$ cat src/rtl/core/pfrf_pkg.sv
package pfrf_pkg;

  // fixed widths of the command fields
  localparam int COL_W    = 8;
  localparam int PAGE_W   = 5;
  localparam int ROW_BITS = 3;

  localparam logic [7:0] FULL_BYTE  = 8'hff;
  localparam logic [7:0] EMPTY_BYTE = 8'h00;

  // command codes
  localparam logic [1:0] ACT_FILL  = 2'd0;
  localparam logic [1:0] ACT_CLEAR = 2'd1;
  localparam logic [1:0] ACT_READ  = 2'd2;

  // status codes
  localparam logic [1:0] STAT_OK     = 2'd0;
  localparam logic [1:0] STAT_WIDTH  = 2'd1;
  localparam logic [1:0] STAT_HEIGHT = 2'd2;

  // store access kinds
  typedef enum logic [1:0] {
    OP_FILL  = 2'd0,
    OP_CLEAR = 2'd1,
    OP_PEEK  = 2'd2
  } op_t;

  // one store access per cycle
  typedef struct packed {
    logic              valid;
    op_t               op;
    logic [PAGE_W-1:0] page;
    logic [COL_W-1:0]  col;
    logic [7:0]        mask;
  } store_req_t;

  // bounds of one sweep over the store
  typedef struct packed {
    op_t                 op;
    logic [COL_W-1:0]    col_first;
    logic [COL_W-1:0]    col_last;
    logic [PAGE_W-1:0]   page_first;
    logic [PAGE_W-1:0]   page_last;
    logic [ROW_BITS-1:0] top_off;
    logic [ROW_BITS-1:0] bot_off;
  } walk_cfg_t;

endpackage

$ cat src/rtl/core/pfrf_walk.sv
module pfrf_walk #(
  parameter int SCREEN_COLUMNS = 128,
  parameter int SCREEN_PAGES   = 8
) (
  input  logic                 clk,
  input  logic                 rst,
  input  logic                 start,
  input  pfrf_pkg::walk_cfg_t  cfg,
  output logic                 busy,
  output pfrf_pkg::store_req_t req
);
  import pfrf_pkg::*;

  localparam int CW = $clog2(SCREEN_COLUMNS);
  localparam int PW = (SCREEN_PAGES > 1) ? $clog2(SCREEN_PAGES) : 1;

  logic [CW-1:0]       col;
  logic [PW-1:0]       page;
  logic [CW-1:0]       col_last;
  logic [PW-1:0]       page_first;
  logic [PW-1:0]       page_last;
  logic [ROW_BITS-1:0] top_off;
  logic [ROW_BITS-1:0] bot_off;
  op_t                 op;

  logic                at_top;
  logic                at_bottom;
  logic [ROW_BITS-1:0] lo;
  logic [ROW_BITS-1:0] hi;

  always_comb begin
    at_top    = (page == page_first);
    at_bottom = (page == page_last);
    lo        = at_top ? top_off : '0;
    hi        = at_bottom ? bot_off : '0;
    req.valid = busy;
    req.op    = op;
    req.page  = PAGE_W'(page);
    req.col   = COL_W'(col);
    req.mask  = (FULL_BYTE << lo) & (FULL_BYTE >> hi);
  end

  always_ff @(posedge clk) begin
    if (rst) begin
      busy <= 1'b0;
    end else if (start) begin
      busy <= 1'b1;
    end else if (busy && at_bottom && (col == col_last)) begin
      busy <= 1'b0;
    end
  end

  // pages inner, columns outer
  always_ff @(posedge clk) begin
    if (start) begin
      col        <= cfg.col_first[CW-1:0];
      page       <= cfg.page_first[PW-1:0];
      col_last   <= cfg.col_last[CW-1:0];
      page_first <= cfg.page_first[PW-1:0];
      page_last  <= cfg.page_last[PW-1:0];
      top_off    <= cfg.top_off;
      bot_off    <= cfg.bot_off;
      op         <= cfg.op;
    end else if (busy) begin
      if (at_bottom) begin
        page <= page_first;
        col  <= col + 1'b1;
      end else begin
        page <= page + 1'b1;
      end
    end
  end

endmodule

$ cat config.mk
export PLATFORM = sky130hd
export DESIGN_NAME = pfrf_walk
export DESIGN_NICKNAME = d
export VERILOG_FILES = /design/src/rtl/core/pfrf_pkg.sv /design/src/rtl/core/pfrf_walk.sv
export SDC_FILE = /design/constraint.sdc
export NUM_CORES = 1
export LEC_CHECK = 0
export ABC_AREA = 1
export BUFFER_PORTS_ARGS = -buffer_cell sky130_fd_sc_hd__clkbuf_2
export CORE_MARGIN = 1
export CORE_UTILIZATION = 45
export DETAILED_ROUTE_END_ITERATION = 16
export PLACE_DENSITY = 0.74
export SYNTH_ARGS = -nofsm -noshare
export SYNTH_HDL_FRONTEND = slang
export SYNTH_SLANG_ARGS = --single-unit
export TNS_END_PERCENT = 50
$ cat constraint.sdc
create_clock -name clk -period 3.9 [get_ports clk]
set_input_delay 0.78 -clock clk [delete_from_list [all_inputs] [get_ports clk]]
set_output_delay 0.78 -clock clk [all_outputs]
set_load 0.02 [all_outputs]
==> results of run 1 <==
## synth_stat cells (2+ instances only)
| cell type | number |
|---|---|
| nand2_1 | 56 |
| edfxtp_1 | 31 |
| inv_1 | 27 |
| nor2_1 | 19 |
| nand3_1 | 11 |
| a21oi_1 | 6 |
| o21ai_0 | 6 |
| buf_4 | 4 |
| nand4_1 | 3 |
| ha_1 | 2 |
| nor3_1 | 2 |
| o21ai_1 | 2 |
| xnor2_1 | 2 |
## per-stage QoR
| step | worst slack [ns] | utilization [%] | instances |
|---|---|---|---|
| 2_1_floorplan | 1.80 | - | 189 |
| 3_3_place_gp | 1.71 | 57.2 | 282 |
| 3_5_place_dp | 1.67 | 57.2 | 282 |
| 4_1_cts | 1.48 | 59.5 | 290 |
| 5_1_grt | 1.34 | 59.5 | 290 |
| 6_report | 1.50 | 59.5 | 290 |
## report_power, final
group	switching [mW]	total, mW	internal, mW	leakage (nW)
combinational	0.135	0.212	0.0768	0.664
clock	0.109	0.233	0.124	0.0399
sequential	0.0280	0.444	0.417	0.314
total	0.272	0.889	0.617	1.02
## path summary, 6_finish.rpt
path,start,cells past startpoint,slack (ns),to
worst max-delay path,page[2],7,1.50,req[4]
worst min-delay path,cfg[20],1,0.68,col_last[4]
worst max register to register,page[2],3,1.73,col[2]
worst min register to register,page_first[2],3,0.69,page[2]
## cells in the final DEF (no fill, tap or decap)
master	count
conb_1	3
o21ai_1	2
nand2_1	56
nand3_1	11
nand2_4	1
buf_4	1
a22o_1	1
edfxtp_1	31
ha_1	2
nand2_2	1
clkbuf_8	5
inv_1	27
nor3_1	2
nor2_2	1
inv_4	1
nand4_1	3
nand3_2	1
clkbuf_1	2
a31oi_1	1
clkbuf_2	52
inv_2	1
clkinv_1	1
xnor2_1	2
nor2_4	1
nor2_1	19
o21a_1	1
xnor2_2	1
a21oi_1	6
nand3b_1	1
dfxtp_1	1
o21ai_0	6
## metal layers
| layer | track usage, % | share of wire [%] |
|---|---|---|
| met5 | 0 | 0 |
| met4 | 7.85 | 1.7 |
| met3 | 4.01 | 5.0 |
| met2 | 25.3 | 46 |
| met1 | 21.3 | 48 |
## flip-flops by register name (all words and copies together) (netlist names)
name / cells
top_off: 3
page_first: 3
col_last: 7
col: 7
bot_off: 3
op: 2
page_last: 3
busy: 1
page: 3
## cell families after synthesis
kind of cell / synth area share, %
AO/OA/AOI/OAI: 5.53
buffers and inverters: 8.97
XOR/XNOR: 2.02
adder cells (fa/ha/maj): 1.49
AND/OR/NAND/NOR: 25.0
other: 0.224
flip-flops: 56.8
## area by class of cell
cell class / count / area [sq um]
clock buffer: 7 / 76.3
clock inverter: 1 / 3.75
fill: 333 / 1390
inverter: 29 / 111
multi-input combinational: 122 / 581
sequential: 32 / 951
tap: 46 / 57.6
timing repair buffer: 53 / 268
==> key figures, run 1 <==
Run status
  • Outcome: completed

Global route
  • Vias in the first global route: 1189
  • Tot GR Track Use: 16.3%
  • Overflow after GRT: 0
  • First-pass GRT wire length: 4930 um
  • Pin count of the biggest net entering global routing: 34
  • Antenna violations before repair: 0

Route
  • Vias: 1327
  • Initial DRC Count: 45
  • DRT Wirelength: 2910 um
  • DR DRC count: 0
  • WL per Instance: 10.0 um
  • ANT nets after route: 0
  • Vias per cell: 4.58
  • Pre-Repair DR Iteration Count: 4

Layout
  • Area grow syn2layout: 22.3%
  • Diode count: 0
  • Final instance area: 2050 sq um
  • Ratio of cells with drive above 1 in the final layout: 27.0%
  • Nets: 282

Worst setup path
  • Critical-path top delay cell: edfxtp_1
  • Endpoint type of the worst setup path: output pin
  • Req. time, crit path: 3.12 ns
  • Largest stage delay, worst path: 0.48 ns
  • Crit path DAT: 1.62 ns
  • Crit path max-delay family: flip-flops
  • CP Max Fanout: 7
  • Kind of critical path: flip-flop to output pin
  • CP Launch Type: flip-flop
  • Number of buffers and inverters on the critical path: 3
  • Critical path, cell by cell: xnor2_2, nand2_4, inv_4, nand2_2, o21ai_1, inv_1, clkbuf_2

Clock tree
  • Resize count post-CTS: 0
  • Post-CTS Setup Inserts: 0
  • Clk_lat worst skew: 0.27 ns
  • H-tree depth: 2
  • TritonCTS buffer count: 5
  • CTS clock-pin slew for the worst setup and hold paths: 0.06 ns
  • Clk sink count: 32
  • Cts hold-fix bufs: 0
  • TritonCTS clock tree: done
  • Clk buf depth: 2
  • Root Buffer: clkbuf_8

Yosys
  • Post-synth top flop: edfxtp_1
  • Post-synth EDFFs: 31
  • Area leader, netlist: edfxtp_1
  • Post-synth top area share: 55.6%
  • Syn Std Cell Area: 1670 sq um
  • Asr flop ratio synth: 0%
  • Largest cells by area after synthesis: edfxtp_1, nand2_1, inv_1, nor2_1, nand3_1
  • Avg Cell Area, Syn: 8.95 sq um
  • Count of cell types in the netlist: 29
  • Cells after synthesis: 187
  • Post-synthesis sequential area ratio: 56.8%
  • Seq cells post-synth: 32
  • Ys Warns: 0

Worst hold path
  • Worst min path class: input pin to flip-flop

Timing
  • Slew HR: 28.6%
  • Final Hold Fails: 0
  • RSZ-0062 raised after global routing: false
  • Slew Viols, Final: 0
  • Setup Viol. Count Final: 0
  • Setup TNS: 0 ns
  • Hold Slack: 0.677 ns
  • Slew @ Worst Pin: 1.06 ns
  • Tmin final: 2.40 ns
  • F_max: 417 MHz
  • Clock Skews: 0.00489 ns
  • Period utilization: 61.5%

Die
  • DIE WIDTH: 63.0 um
  • Row cnt: 21
  • Chip Height: 63.0 um
  • Die area: 3970 sq um
  • Core area: 3440 sq um
  • Ports: 62
  • Starting Density: 48.6%

Power and ir drop
  • Pwr dens: 434 nW/um^2
  • Max IR drop VDD: 0.000266 V
  • Overall power: 0.889 mW
  • Static Leakage: 1.02 nW

Placement
  • GPL Wtd Cong: 0.887
  • DP HPWL: 2230 um
  • DP Area: 1970 sq um
  • Port Buffers: 52

Flow run
  • # Max-Cap Violations: 0
(Power assumes the default switching activity.)
==> inputs of run 2 (changes only) <==
--- a/config.mk
+++ b/config.mk
@@ -5,12 +5,12 @@
 export SDC_FILE = /design/constraint.sdc
 export NUM_CORES = 1
 export LEC_CHECK = 0
-export ABC_AREA = 1
+export ABC_AREA = 0
 export BUFFER_PORTS_ARGS = -buffer_cell sky130_fd_sc_hd__clkbuf_2
 export CORE_MARGIN = 1
 export CORE_UTILIZATION = 45
 export DETAILED_ROUTE_END_ITERATION = 16
-export PLACE_DENSITY = 0.74
+export PLACE_DENSITY = 0.75
 export SYNTH_ARGS = -nofsm -noshare
 export SYNTH_HDL_FRONTEND = slang
 export SYNTH_SLANG_ARGS = --single-unit
==> constraint.sdc (replaced) <==
create_clock -name clk -period 2.3 [get_ports clk]
set_input_delay 0.46 -clock clk [delete_from_list [all_inputs] [get_ports clk]]
set_output_delay 0.46 -clock clk [all_outputs]
set_load 0.02 [all_outputs]
==> run 2 against run 1 <==
Compared with the run above:
- global-route usage up 0.68 points
- sequential share of layout area up 2.6 points
- design area down 5.3%
- wire length up 0.34%
- non-clock buffer count up 1
- first-iteration DRC count down 56%
- register-to-register slack worse by 1.2 ns
- synthesized area down 6.7%
- clock-buffer cell count up 1
- critical path type unchanged
==> key figures, run 2 <==
Run status
  • Outcome: completed

Placement
  • GPL Wtd Cong: 0.785 (-11%)
  • DP Area: 1850 sq um (-5.9%)
  • DP HPWL: 2240 um (+0.24%)
  • Port Buffers: 52 (unchanged)

Yosys
  • Area leader, netlist: edfxtp_1
  • Post-synth top cells: edfxtp_1, xor2_1, o21ai_0
  • Cells after synthesis: 117 (-37%)
  • Most numerous cell in the Yosys netlist: edfxtp_1
  • Seq cells post-synth: 32 (unchanged)
  • Ys Warns: 0 (unchanged)
  • Post-synth top area share: 59.6% (+4.0 points)
  • Post-synth top flop: edfxtp_1
  • Count of cell types in the netlist: 31 (+6.9%)
  • Post-synthesis sequential area ratio: 60.8% (+4.0 points)
  • Post-synth EDFFs: 31 (unchanged)
  • Largest cells by area after synthesis: edfxtp_1, xor2_1, a32oi_1, o21ai_0, or2_2
  • Asr flop ratio synth: 0% (unchanged)
  • Avg Cell Area, Syn: 13.4 sq um (+49%)
  • Syn Std Cell Area: 1560 sq um (-6.7%)

Global route
  • Tot GR Track Use: 17.0% (+0.68 points)
  • First-pass GRT wire length: 4320 um (-12%)
  • Antenna violations before repair: 0 (unchanged)
  • Pin count of the biggest net entering global routing: 21 (-38%)
  • Overflow after GRT: 0 (unchanged)
  • Vias in the first global route: 1030 (-13%)

Clock tree
  • Cts hold-fix bufs: 0 (unchanged)
  • Resize count post-CTS: 1 (+1)
  • TritonCTS buffer count: 5 (unchanged)
  • Post-CTS Setup Inserts: 0 (unchanged)
  • Clk buf depth: 2 (unchanged)
  • Root Buffer: clkbuf_4
  • Clk sink count: 32 (unchanged)
  • Clk_lat worst skew: 0.33 ns (+0.06 ns)
  • TritonCTS clock tree: done
  • H-tree depth: 2 (unchanged)
  • CTS clock-pin slew for the worst setup and hold paths: 0.09 ns (+0.03 ns)

Worst setup path
  • Crit path max-delay family: flip-flops
  • CP Launch Type: flip-flop
  • R2R setup slack: 0.56 ns (-1.17 ns)
  • Kind of critical path: flip-flop to output pin
  • CP Max Fanout: 7 (unchanged)
  • Crit path DAT: 1.73 ns (+0.11 ns)
  • Number of buffers and inverters on the critical path: 1 (-2)
  • Endpoint type of the worst setup path: output pin
  • Reg2Reg Depth: 3 (unchanged)
  • Critical path, cell by cell: xor2_1, nor3_4, a32oi_1, clkbuf_2
  • Req. time, crit path: 1.84 ns (-1.28 ns)
  • WP depth: 4 (-3)
  • Critical-path top delay cell: edfxtp_1
  • Largest stage delay, worst path: 0.52 ns (+0.04 ns)

Timing
  • Period utilization: 95.3%
  • Final Hold Fails: 0 (unchanged)
  • F_max: 456 MHz
  • Clock Skews: 0.00962 ns (+0.00473 ns)
  • Setup Viol. Count Final: 0 (unchanged)
  • Setup TNS: 0 ns (unchanged)
  • RSZ-0062 raised after global routing: false
  • Tmin final: 2.19 ns
  • Slew Viols, Final: 0 (unchanged)

Route
  • DRT Wirelength: 2920 um (+0.34%)
  • DR DRC count: 0 (unchanged)
  • Pre-Repair DR Iteration Count: 4 (unchanged)
  • Initial DRC Count: 20 (-56%)
  • Vias: 1073 (-19%)
  • Vias per cell: 4.88 (+6.6%)
  • WL per Instance: 13.3 um (+32%)
  • ANT nets after route: 0 (unchanged)

Die
  • Die area: 3710 sq um (-6.4%)
  • Starting Density: 46.8% (-1.8 points)
  • DIE WIDTH: 60.9 um (-3.3%)
  • Core area: 3340 sq um (-3.1%)
  • Ports: 62 (unchanged)
  • Row cnt: 21 (unchanged)
  • Chip Height: 60.9 um (-3.3%)

Layout
  • Nets: 212 (-25%)
  • Final instance area: 1940 sq um (-5.3%)
  • Leading cell types in the layout, fill and taps excluded: clkbuf_2, edfxtp_1, xor2_1, o21ai_0, nand2_1
  • Commonest non-fill, non-tap cell in the layout: clkbuf_2
  • Area grow syn2layout: 24.1%
  • Largest regs: col x7, col_last x7
  • Ratio of cells with drive above 1 in the final layout: 43.1% (+16 points)
  • Filler cells: 288 (-14%)
  • Diode count: 0 (unchanged)

Power and ir drop
  • Static Leakage: 0.794 nW (-22%)
  • Max IR drop VDD: 0.000311 V (+17%)
  • Pwr dens: 745 nW/um^2 (+71%)

Worst hold path
  • Worst min path class: input pin to flip-flop
  • Hold Path Depth: 2 (+1)

Flow run
  • # Max-Cap Violations: 0 (unchanged)
[run 2: worst reg2reg max path, delay by kind of cell, from the launching register on]
family          cells  cell delay [ns]
flops               1             0.52
simple gates        1             0.33
compound gates      1             0.33
xor+xnor            1             0.25
[run 2: per-stage QoR]
stage	power, mW	hold slack (ns)	util (%)	setup WS (ns)	instances
after global routing	1.52	0.274	58.1	0.0154	220
after CTS	1.45	0.271	57.5	0.00430	220
after floorplan	1.00	0.528	-	0.338	119
after global placement	1.10	0.608	55.5	0.432	212
after detailed placement	1.11	0.628	55.5	0.385	212
final	1.44	0.288	58.1	0.108	220
[run 2: metal layers]
layer | up-vias | GRT usage, % | share of wire [%]
li1 | 547 | - | -
met1 | 477 | 17.7 | 41
met2 | 42 | 28.4 | 49
met4 | 0 | 10.7 | 2.2
met3 | 7 | 7.04 | 8.1
met5 | - | 0 | 0
[run 2: worst paths after layout]
check	from	to
worst max-delay path	page[0]	req[4]
worst min-delay path	rst	busy
worst max register to register	page[0]	col[4]
worst min register to register	busy	busy
[run 2: where the power goes]
group          internal, mW  switching (mW)  total [mW]  leakage [nW]
Sequential            0.708          0.0590       0.767         0.313
Clock                 0.151           0.176       0.327        0.0326
Combinational         0.147           0.204       0.351         0.449
[run 2: cell type report]
type	instances	area, sq um	area share [%]
clock buffers	8	58.8	3.03
flip-flops and latches	32	951	49.0
inverters	4	15.0	0.774
repair buffers	54	275	14.2
multi-input cells	76	582	30.0
well taps	46	57.6	2.97
[run 2: cells by family (layout without fill, tap and decap cells)]
family | count (synthesis) | count (layout) | synth area share (%)
xor+xnor | 17 | 17 | 9.53
flops | 32 | 32 | 60.8
simple gates | 30 | 30 | 10.5
mux | 1 | 1 | 0.721
fa+ha+maj | 2 | 2 | 1.60
other cells | 1 | 3 | 0.240
compound gates | 23 | 23 | 12.3
buf+inv | 11 | 66 | 4.24
==> inputs of run 3 (changes only) <==
==> constraint.sdc (replaced) <==
create_clock -name clk -period 2.7 [get_ports clk]
set_input_delay 0.54 -clock clk [delete_from_list [all_inputs] [get_ports clk]]
set_output_delay 0.54 -clock clk [all_outputs]
set_load 0.02 [all_outputs]
==> run 3 against run 2 <==
Compared with the run above:
- critical path depth unchanged
- highest routed layer unchanged
- worst setup slack improved by 0.17 ns
- clock-buffer cell count shrank 3
- sequential share of layout area grew 0.93 points
- clock skew fell by 0.00057 ns
- cell count unchanged
- design area fell by 1.9%
- die area unchanged
- largest cell class unchanged
- wire length shrank 0.51%
- combinational power is 17% lower
- non-clock buffer count is the same
- critical path type unchanged
- core utilization fell by 1.1 points
==> key figures, run 3 (synthesized netlist as in run 2, its figures left out) <==
Run status
  • Outcome: completed

Die
  • Ports: 62 (unchanged)
  • Core area: 3340 sq um (unchanged)
  • Chip Height: 60.9 um (unchanged)
  • Starting Density: 46.8% (unchanged)
  • DIE WIDTH: 60.9 um (unchanged)
  • Die area: 3710 sq um (unchanged)
  • Row cnt: 21 (unchanged)

Placement
  • DP HPWL: 2240 um (+0.43%)
  • Inst Count DP: 212 (unchanged)
  • Port Buffers: 52 (unchanged)
  • GPL Wtd Cong: 0.794 (+1.1%)

Layout
  • Ratio of cells with drive above 1 in the final layout: 42.0% (-1.1 points)
  • Filler cells: 287 (-0.35%)
  • Area grow syn2layout: 21.8%
  • Nets: 212 (unchanged)
  • Leading cell types in the layout, fill and taps excluded: clkbuf_2, edfxtp_1, xor2_1, o21ai_0, nand2_1
  • Post-Layout Cell Count: 220 (unchanged)
  • Commonest non-fill, non-tap cell in the layout: clkbuf_2
  • Final Util: 57.0% (-1.1 points)
  • Diode count: 0 (unchanged)
  • Largest regs: col x7, col_last x7

Route
  • Vias per cell: 5.14 (+5.4%)
  • Pre-Repair DR Iteration Count: 4 (unchanged)
  • Initial DRC Count: 46 (+130%)
  • DRT Wirelength: 2900 um (-0.51%)
  • Vias: 1131 (+5.4%)
  • DR DRC count: 0 (unchanged)
  • WL per Instance: 13.2 um (-0.51%)
  • ANT nets after route: 0 (unchanged)

Timing
  • Slew Viols, Final: 0 (unchanged)
  • Clock Skews: 0.00905 ns (-0.000571 ns)
  • F_max: 414 MHz
  • Period utilization: 89.6%
  • Hold Slack: 0.376 ns (+0.0876 ns)
  • Setup TNS: 0 ns (unchanged)
  • RSZ-0062 raised after global routing: false
  • Tmin final: 2.42 ns
  • Final Hold Fails: 0 (unchanged)
  • Setup Viol. Count Final: 0 (unchanged)

Global route
  • Vias in the first global route: 1025 (-0.49%)
  • Tot GR Track Use: 16.6% (-0.41 points)
  • Overflow after GRT: 0 (unchanged)
  • First-pass GRT wire length: 4220 um (-2.2%)
  • Pin count of the biggest net entering global routing: 19 (-9.5%)
  • Antenna violations before repair: 0 (unchanged)

Worst setup path
  • Largest stage delay, worst path: 0.49 ns (-0.03 ns)
  • Endpoint type of the worst setup path: output pin
  • Reg2Reg Depth: 3 (unchanged)
  • Critical-path top delay cell: edfxtp_1
  • CP Launch Type: flip-flop
  • CP Max Fanout: 12 (+5)
  • RR Startpoint: page[2]
  • Kind of critical path: flip-flop to output pin
  • Crit path DAT: 1.88 ns (+0.15 ns)
  • Req. time, crit path: 2.16 ns (+0.32 ns)
  • CP startpoint: page[2]
  • Critical path, cell by cell: xnor2_1, and3_4, a32oi_1, clkbuf_2

Clock tree
  • Resize count post-CTS: 0 (-1)
  • TritonCTS buffer count: 5 (unchanged)
  • Clk sink count: 32 (unchanged)
  • TritonCTS clock tree: done
  • Root Buffer: clkbuf_4
  • Clk buf depth: 2 (unchanged)
  • H-tree depth: 2 (unchanged)
  • Clk_lat worst skew: 0.33 ns (about the same)
  • CTS clock-pin slew for the worst setup and hold paths: 0.10 ns (about the same)
  • Cts hold-fix bufs: 0 (unchanged)
  • Post-CTS Setup Inserts: 0 (unchanged)

Flow run
  • # Max-Cap Violations: 0 (unchanged)

Power and ir drop
  • Static Leakage: 0.774 nW (-2.5%)
  • Overall power: 1.19 mW (-18%)
  • Pwr dens: 626 nW/um^2 (-16%)
  • Max IR drop VDD: 0.000368 V (+18%)

Worst hold path
  • Worst min path class: input pin to flip-flop
  • Hold Path Depth: 1 (-1)
  • Startpoint of the worst hold path: cfg[3]
==> run 3: cell count changes in the layout (fill, tap and decap cells not counted), sizes merged <==
| cell | change |
|---|---|
| clkinv | +3 |
| clkbuf | -3 |
==> run 3: worst max-delay path: cells and delay by family, from the launching register on <==
kind            cells  cell delay, ns
simple gates        1            0.37
xor+xnor            1            0.36
flops               1            0.49
buf+inv             1            0.19
compound gates      1            0.14
==> run 3: metrics by stage <==
stage                     instance area, sq um  setup WS, ns
final                                     1900         0.282
after global routing                      1900         0.130
after CTS                                 1900         0.282
after detailed placement                  1850         0.662
after global placement                    1850         0.745
after floorplan                           1570         0.658
==> run 3: final timing paths <==
kind	end	slack, ns
worst max-delay path	req[2]	0.28
worst min-delay path	top_off[0]	0.38
worst max register to register	col[4]	0.84
worst min register to register	busy	0.65
==> run 3: area by class of cell <==
| cell class | count | area, sq um | area share, % |
|---|---|---|---|
| tap | 46 | 57.6 | 3.02 |
| multi-input combinational | 76 | 553 | 29.1 |
| sequential | 32 | 951 | 50.0 |
| timing repair buffer | 54 | 275 | 14.5 |
| inverter | 4 | 15.0 | 0.789 |
| clock buffer | 5 | 37.5 | 1.97 |
| clock inverter | 3 | 13.8 | 0.723 |
==> run 3: metal layers <==
layer / part of all wire, % / track usage [%]
met5: 0 / 0
met4: 1.0 / 8.44
met3: 9.0 / 8.32
met2: 49 / 28.6
met1: 41 / 16.5
==> run 3: report_power, final <==
part,internal (mW),switching [mW]
registers,0.602,0.0459
clock network,0.0953,0.156
logic,0.117,0.174
total,0.815,0.376
